`config.mk`:
```
export PLATFORM = sky130hd
export DESIGN_NAME = lpl_div
export DESIGN_NICKNAME = d
export VERILOG_FILES = /design/src/design/lpl_pkg.sv /design/src/design/lpl_div.sv
export SDC_FILE = /design/constraint.sdc
export NUM_CORES = 1
export LEC_CHECK = 0
export BUFFER_PORTS_ARGS = -buffer_cell sky130_fd_sc_hd__buf_2
export CORE_UTILIZATION = 51
export DETAILED_ROUTE_END_ITERATION = 8
export GPL_ROUTABILITY_DRIVEN = 1
export PLACE_DENSITY = 0.77
export SLEW_MARGIN = 10
export SYNTH_ARGS = -nofsm -noshare
export SYNTH_HDL_FRONTEND = slang
export SYNTH_SLANG_ARGS = --single-unit
```
`constraint.sdc`:
```
create_clock -name i_clk -period 5.2 [get_ports i_clk]
set_clock_uncertainty 0.2 [all_clocks]
set_input_delay 0.78 -clock i_clk [delete_from_list [all_inputs] [get_ports i_clk]]
set_output_delay 0.78 -clock i_clk [all_outputs]
set_load 0.05 [all_outputs]
```
`src/design/lpl_pkg.sv`:
```
// Shared types and constants for the look-ahead peak limiter.
// Holds the word formats of the frame, result and register write channels.
// No dependencies.
package lpl_pkg;

    localparam int SAMPLE_W   = 16;
    localparam int LEVEL_W    = 17;
    localparam int HOLD_W     = 10;
    localparam int COEF_W     = 16;
    localparam int CHAN_W     = 2;
    localparam int CFG_IDX_W  = 3;
    localparam int CFG_DATA_W = 17;
    localparam int QUOT_W     = 34;
    localparam int DIV_STEPS  = QUOT_W / 2;
    localparam int GAIN_W     = 32;

    localparam logic [CFG_IDX_W-1:0] CFG_THRESHOLD = 3'd0;
    localparam logic [CFG_IDX_W-1:0] CFG_HOLD      = 3'd1;
    localparam logic [CFG_IDX_W-1:0] CFG_ATTACK    = 3'd2;
    localparam logic [CFG_IDX_W-1:0] CFG_RELEASE   = 3'd3;
    localparam logic [CFG_IDX_W-1:0] CFG_CHANNELS  = 3'd4;

    localparam logic [LEVEL_W-1:0] THRESHOLD_RST = 17'd65536;
    localparam logic [HOLD_W-1:0]  HOLD_RST      = 10'd48;
    localparam logic [COEF_W-1:0]  ATTACK_RST    = 16'd59000;
    localparam logic [COEF_W-1:0]  RELEASE_RST   = 16'd65400;
    localparam logic [CHAN_W-1:0]  CHANNELS_RST  = 2'd2;

    localparam logic [LEVEL_W-1:0] UNITY      = 17'd65536;
    localparam logic [34:0]        ROUND_HALF = 35'd32768;
    localparam logic [GAIN_W-1:0]  GAIN_CLAMP = 32'h8000_0000;

    typedef struct packed {
        logic signed [SAMPLE_W-1:0] sample_ch0;
        logic signed [SAMPLE_W-1:0] sample_ch1;
        logic                       block_end;
    } t_frame;

    typedef struct packed {
        logic signed [SAMPLE_W-1:0] limited_ch0;
        logic signed [SAMPLE_W-1:0] limited_ch1;
        logic                       block_end_out;
    } t_result;

    typedef struct packed {
        logic [CFG_IDX_W-1:0]  reg_index;
        logic [CFG_DATA_W-1:0] reg_data;
    } t_cfg_word;

endpackage

```
`src/design/lpl_div.sv`:
```
// Iterative restoring divider, two quotient bits per cycle, for the gain.
// Depends on lpl_pkg for the operand widths.
module lpl_div (
    input  logic                           i_clk,
    input  logic                           i_rst_n,
    input  logic                           i_start,
    input  logic [lpl_pkg::QUOT_W-1:0]     i_dividend,
    input  logic [lpl_pkg::LEVEL_W-1:0]    i_divisor,
    output logic [lpl_pkg::QUOT_W-1:0]     o_quotient,
    output logic                           o_done
);

    localparam int CW = $clog2(lpl_pkg::DIV_STEPS);
    localparam logic [CW-1:0] LAST_STEP = CW'(lpl_pkg::DIV_STEPS - 1);

    logic                           r_busy;
    logic                           r_done;
    logic [CW-1:0]                  r_cnt;
    logic [lpl_pkg::QUOT_W-1:0]     r_num;
    logic [lpl_pkg::LEVEL_W-1:0]    r_rem;
    logic [lpl_pkg::LEVEL_W-1:0]    r_den;

    logic [lpl_pkg::LEVEL_W:0]      w_rem1;
    logic [lpl_pkg::LEVEL_W:0]      w_rem2;
    logic                           w_ge1;
    logic                           w_ge2;
    logic [lpl_pkg::LEVEL_W-1:0]    w_red1;
    logic [lpl_pkg::LEVEL_W-1:0]    w_red2;

    always_comb begin
        w_rem1 = {r_rem, r_num[lpl_pkg::QUOT_W-1]};
        w_ge1  = w_rem1 >= {1'b0, r_den};
        w_red1 = w_ge1 ? lpl_pkg::LEVEL_W'(w_rem1 - {1'b0, r_den})
                       : w_rem1[lpl_pkg::LEVEL_W-1:0];
        w_rem2 = {w_red1, r_num[lpl_pkg::QUOT_W-2]};
        w_ge2  = w_rem2 >= {1'b0, r_den};
        w_red2 = w_ge2 ? lpl_pkg::LEVEL_W'(w_rem2 - {1'b0, r_den})
                       : w_rem2[lpl_pkg::LEVEL_W-1:0];
    end

    always_ff @(posedge i_clk) begin
        if (!i_rst_n) begin
            r_busy <= 1'b0;
            r_done <= 1'b0;
            r_cnt  <= '0;
        end else begin
            r_done <= 1'b0;
            if (i_start) begin
                r_busy <= 1'b1;
                r_cnt  <= '0;
                r_num  <= i_dividend;
                r_rem  <= '0;
                r_den  <= i_divisor;
            end else if (r_busy) begin
                r_num <= {r_num[lpl_pkg::QUOT_W-3:0], w_ge1, w_ge2};
                r_rem <= w_red2;
                r_cnt <= r_cnt + 1'b1;
                if (r_cnt == LAST_STEP) begin
                    r_busy <= 1'b0;
                    r_done <= 1'b1;
                end
            end
        end
    end

    assign o_quotient = r_num;
    assign o_done     = r_done;

endmodule

```
**Word-level counts from Yosys, hierarchy flattened**

Cells that the tools add are included.

- Reduce and logical (&&, ||, !) cells: 5
- Equality and inequality tests: 1
- Bitwise logic cells: 2
- Add/sub/neg operators: 3
- Mux-type cells: 9
- $lt $le $gt $ge: 2

Operators with widths:

| kind | number |
|---|---|
| 34-bit 2-to-1 mux | 2 |
| 17-bit 2-to-1 mux | 3 |
| 18-bit by 17-bit >= comparator with 1-bit output | 2 |
| 17-bit subtractor | 2 |
| 5-bit by 1-bit adder with 5-bit output (second input constant) | 1 |
| 5-bit equality test (second input constant) | 1 |
| 1-bit 2-to-1 mux | 4 |
| 2-bit AND reduction | 2 |
| 3-bit OR reduction | 1 |
| 1-bit NOT | 2 |
| 2-bit nonzero test | 1 |
| 2-bit OR reduction | 1 |

- Bits of input ports: 54
- Register bits: 75
- Output and inout bits: 35
- Logic and storage cells: 28

**Logic depth before layout (Yosys ltp)**

- Word-level depth: 5
- Depth in mapped cells: 24
- Gate-level depth less buffers: 21

**Least setup slack after synthesis**

No wires, ideal clock.

- Path kind: reg2reg
- Start: register r_num (netlist bit o_quotient[33])
- End: register r_rem[1] in the netlist's numbering (data pin)
- Path buffers: 3
- Data arrival time: 5,092 ps
- Slack: -359 ps
- Cell stages (with the launch flop): 25
- Period minus slack after synthesis: 5,559 ps
- Library setup time: 268 ps
- Required time: 4,732 ps
- Path through: edfxtp_1 inv_1 ha_1 inv_1 fa_1 a211oi_1 o21a_1 nor3_1 o31ai_1 a21oi_1 buf_2 buf_2 nor2_1 a21oi_1 fa_1 a211oi_1 o21ai_1 a2111oi_2 a211oi_2 o21ai_1 a31oi_1 a2111oi_4 buf_6 mux2i_1 nor2_1

- Cells in the longest elaborated chain, start to end: 5
- Elaborated cells on any way between the ends: 7
- Classes of those cells: add/sub: 2; order compare: 2; mux: 3

Ends and longest elaborated chain:

| what | RTL line | RTL |
|---|---|---|
| start, declared | lpl_div.sv:19 | `logic [lpl_pkg::QUOT_W-1:0] r_num;` |
| start signal, assigned | lpl_div.sv:51 | `r_num <= i_dividend;` |
| start signal, assigned | lpl_div.sv:55 | `r_num <= {r_num[lpl_pkg::QUOT_W-3:0], w_ge1, w_ge2};` |
| 17-bit subtractor / 18-bit by 17-bit >= comparator with 1-bit output (equally long branches) | lpl_div.sv:33, lpl_div.sv:32 |  |
| 17-bit 2-to-1 mux (*) | lpl_div.sv:33 | `w_red1 = w_ge1 ? lpl_pkg::LEVEL_W'(w_rem1 - {1'b0, r_den})` |
| 17-bit subtractor / 18-bit by 17-bit >= comparator with 1-bit output (equally long branches) | lpl_div.sv:37, lpl_div.sv:36 |  |
| 17-bit 2-to-1 mux (*) | lpl_div.sv:37 | `w_red2 = w_ge2 ? lpl_pkg::LEVEL_W'(w_rem2 - {1'b0, r_den})` |
| 17-bit 2-to-1 mux (*) | lpl_div.sv:54 | `end else if (r_busy) begin` |
| end signal, assigned | lpl_div.sv:56 | `r_rem <= w_red2;` |
| end, declared | lpl_div.sv:20 | `logic [lpl_pkg::LEVEL_W-1:0] r_rem;` |

Every way passes the cells marked *; elsewhere a longest branch is shown, timed or not. The select of a mux whose other input is x is not followed.
A chain may end at the register's enable or synchronous reset.

**Worst setup path after layout**

- Start: register r_num (netlist bit o_quotient[33])
- End: register r_rem[7] in the netlist's numbering (data pin)

The elaborated chain is that of the path after synthesis.

==> flow_summary.yaml <==
timing:
  max_slew_margin: 0.494
  slew_violations: 0
  fin_crit_ns: 5.27
  timing.final.hold_violations: 0
  rsz0062_at_grt: "yes"
  period_share: 1.01
  worstMarginPinSlew_ns: 0.758
  max_freq_mhz: 190
  setup_ws_ns: -0.0690
  setup_viol: 3
floorplan:
  io_pins: 89
  design.die.area_um2: 9890
  start_util: 0.524
  die_w_um: 99.5
  fp.coreArea_um2: 9240
  die_y_um: 99.5
  row_count: 35
yosys:
  avgSynthCellArea_um2: 11.2
  syn-num-nets: 523
  seq_area_frac_synth: 0.451
  synth_edf_count: 68
  synth_top_family_by_area: "multiplexers"
  synthXorXnorAreaFrac: 0.0524
  async_flop_share: 0
  synthSimpleGateAreaFrac: 0.0956
  synth_warnings: 0
  synth-adder-area-share: 0.101
  synth_top_area_cell: "edfxtp_1"
  synth_compound_area_frac: 0.123
  synth_mux_area_frac: 0.140
  ys_types: 57
  synth-seq-cells: 75
  syn_area_um2: 4840
  synth_cells: 431
  synth_ff_type: "edfxtp_1"
  yosysTopAreaCellShare: 0.422
  yosys-top-cells-area: "edfxtp_1, mux2_2, ha_1"
final_layout:
  final_util: 0.661
  diodes: 0
  syn2layout_area_growth_pct: 26.0
  nNetsFinal: 641
  fillCellCount: 667
  final_cells: 683
  layout-drive-gt1-share: 0.397
cts:
  cts_sinks: 75
  root_buffer: "clkbuf_8"
  clock_latency_ns: 0.37
  cts_max_level: 3
  ctsHoldBuffers: 0
  clk_pin_slew_worst_paths_ns: 0.09
  cts_tree: "yes"
  clockBufferDepth: 2
  cts_buffers: 9
hold_path:
  hp-class: "flip-flop to flip-flop"
  hp-start: "r_cnt[4]"
  holdPathStages: 2
  min_to: "r_cnt[4]"
route:
  drc: 0
  wl_mm: 12.3
  drtIter0Drc: 260
  ant_nets: 0
  num_vias: 3913
  firstDrtPassIters: 5
  viasPerCell: 5.73
  drt-wirelength-per-cell_um: 18.1
global_route:
  track_usage: 0.225
  grt_pass1_wl_mm: 17.2
  grt_pass1_vias: 3613
  met3_usage: 0.0387
  grt.overflow.total: 0
  use_met2: 0.371
  met1_usage: 0.291
  gr-max-usage-layer: "met2"
  grt_start_max_net_pins: 53
  grt_antenna_before_repair: 0
place:
  pre_cts_slack_ns: -0.0817
  io_buffers: 88
  place_congestion: 0.927
  dpl.hpwl_mm: 8.19
  place_inst: 649
worst_setup_path:
  required_ns: 5.09
  critPathKind: "flip-flop to flip-flop"
  reg2reg_depth: 23
  r2r_end: "r_rem[7]"
  path_max_fanout: 5
  endpoint_kind: "flip-flop"
  crit_arrival_ns: 5.16
  cp-start-kind: "flip-flop"
  r2r-start: "o_quotient[33]"
  rrSetupSlack_ns: -0.07
outcome:
  violations: "setup timing"
  outcome: "complete, but fails checks"
run:
  maxCapViolCount: 0
cell usage in the layout, fill, tap and decap left out, types with 5 or more instances in the layout:
master and count:
xor2_1 10, o21ai_0 9, ha_4 5, a31oi_1 7, o21a_1 5, dfxtp_1 7
clkbuf_8 9, mux2_2 43, nor2_1 39, buf_2 88, buf_4 23, nand3_1 6
ha_1 30, a21o_1 6, mux2i_1 15, edfxtp_1 68, nand2_1 17, inv_1 32
a21oi_1 19, xnor2_1 19
stage by stage:
step / setup TNS (ns) / hold WS [ns] / instance area, um2
5_1_grt: -2.55 / 0.370 / 6100
2_1_floorplan: 0 / 0.271 / 4860
3_5_place_dp: -0.689 / 0.317 / 5510
3_3_place_gp: 0 / 0.301 / 5510
4_1_cts: 0 / 0.366 / 5730
6_report: -0.105 / 0.360 / 6100
flip-flops by register name, indices dropped and copies added (netlist names):
| signal | count |
|---|---|
| r_cnt | 5 |
| o_quotient | 34 |
| r_den | 17 |
| r_busy | 1 |
| r_rem | 17 |
| o_done | 1 |
cell families (layout without fill, tap and decap cells):
kind of cell,after synthesis,in the layout
compound gates,87,88
fa+ha+maj,38,38
buf+inv,44,166
xor+xnor,29,29
mux,62,62
flops,75,75
simple gates,96,96
how the worst max path moves through the flow:
stage | start | to | slack, ns | depth (start not counted)
4_1_cts | r_den[0] | r_rem[4] | 0.07 | 20
3_5_place_dp | r_den[0] | r_rem[14] | -0.08 | 20
5_1_grt | o_quotient[33] | r_rem[7] | -0.21 | 23
6_report | o_quotient[33] | r_rem[7] | -0.07 | 23
2_1_floorplan | o_quotient[33] | r_rem[1] | 0.01 | 24
3_3_place_gp | r_den[0] | r_rem[13] | 0.06 | 20
area by class of cell:
type | instances | area (um2) | share of cell area
inverters | 33 | 124 | 0.0203
clock buffers | 9 | 124 | 0.0203
repair buffers | 117 | 717 | 0.117
well taps | 129 | 161 | 0.0264
clock inverters | 7 | 97.6 | 0.0160
multi-input cells | 313 | 2700 | 0.442
flip-flops and latches | 75 | 2180 | 0.357
worst max-delay path, cell delays in order (launching register included):
cell	delay [ns]
edfxtp_1	0.39
inv_1	0.07
ha_2	0.16
inv_2	0.04
fa_2	0.36
a211oi_2	0.23
o21a_1	0.21
nor3_4	0.06
o31ai_4	0.28
a21oi_4	0.14
nor2_4	0.16
a21oi_4	0.06
fa_2	0.39
a211oi_2	0.30
o21ai_2	0.12
a2111oi_4	0.36
a211oi_2	0.12
o21ai_1	0.19
a31oi_2	0.13
a2111oi_4	0.31
buf_6	0.18
clkbuf_16	0.15
mux2i_1	0.28
nor2_1	0.07
repair_timing:
action,CTS,global route
endpoints found under the setup margin,16,18
gates resized for setup,1,41
buffers inserted,0,14
pin swaps,0,19
gates cloned,0,4
Yosys cell counts, types with 7 or more instances:
cell type  number
o21ai_0        12
nor3_1          7
xor2_1         10
inv_1          33
xnor2_1        19
a21oi_1        24
mux2i_1        17
nand2_1        17
ha_1           36
edfxtp_1       68
mux2_2         45
a31oi_1         8
dfxtp_1         7
nor2_1         42
metal layers:
| layer | part of all wire | up-vias | wire [um] |
|---|---|---|---|
| met2 | 0.50 | 181 | 6160 |
| met4 | 0.022 | 0 | 270 |
| met5 | 0 | - | 0 |
| met1 | 0.42 | 1875 | 5180 |
| met3 | 0.058 | 26 | 718 |
| li1 | - | 1831 | - |
Power is not shown: default switching activity piles up to over one toggle a cycle in this logic, so the estimate is an artifact.
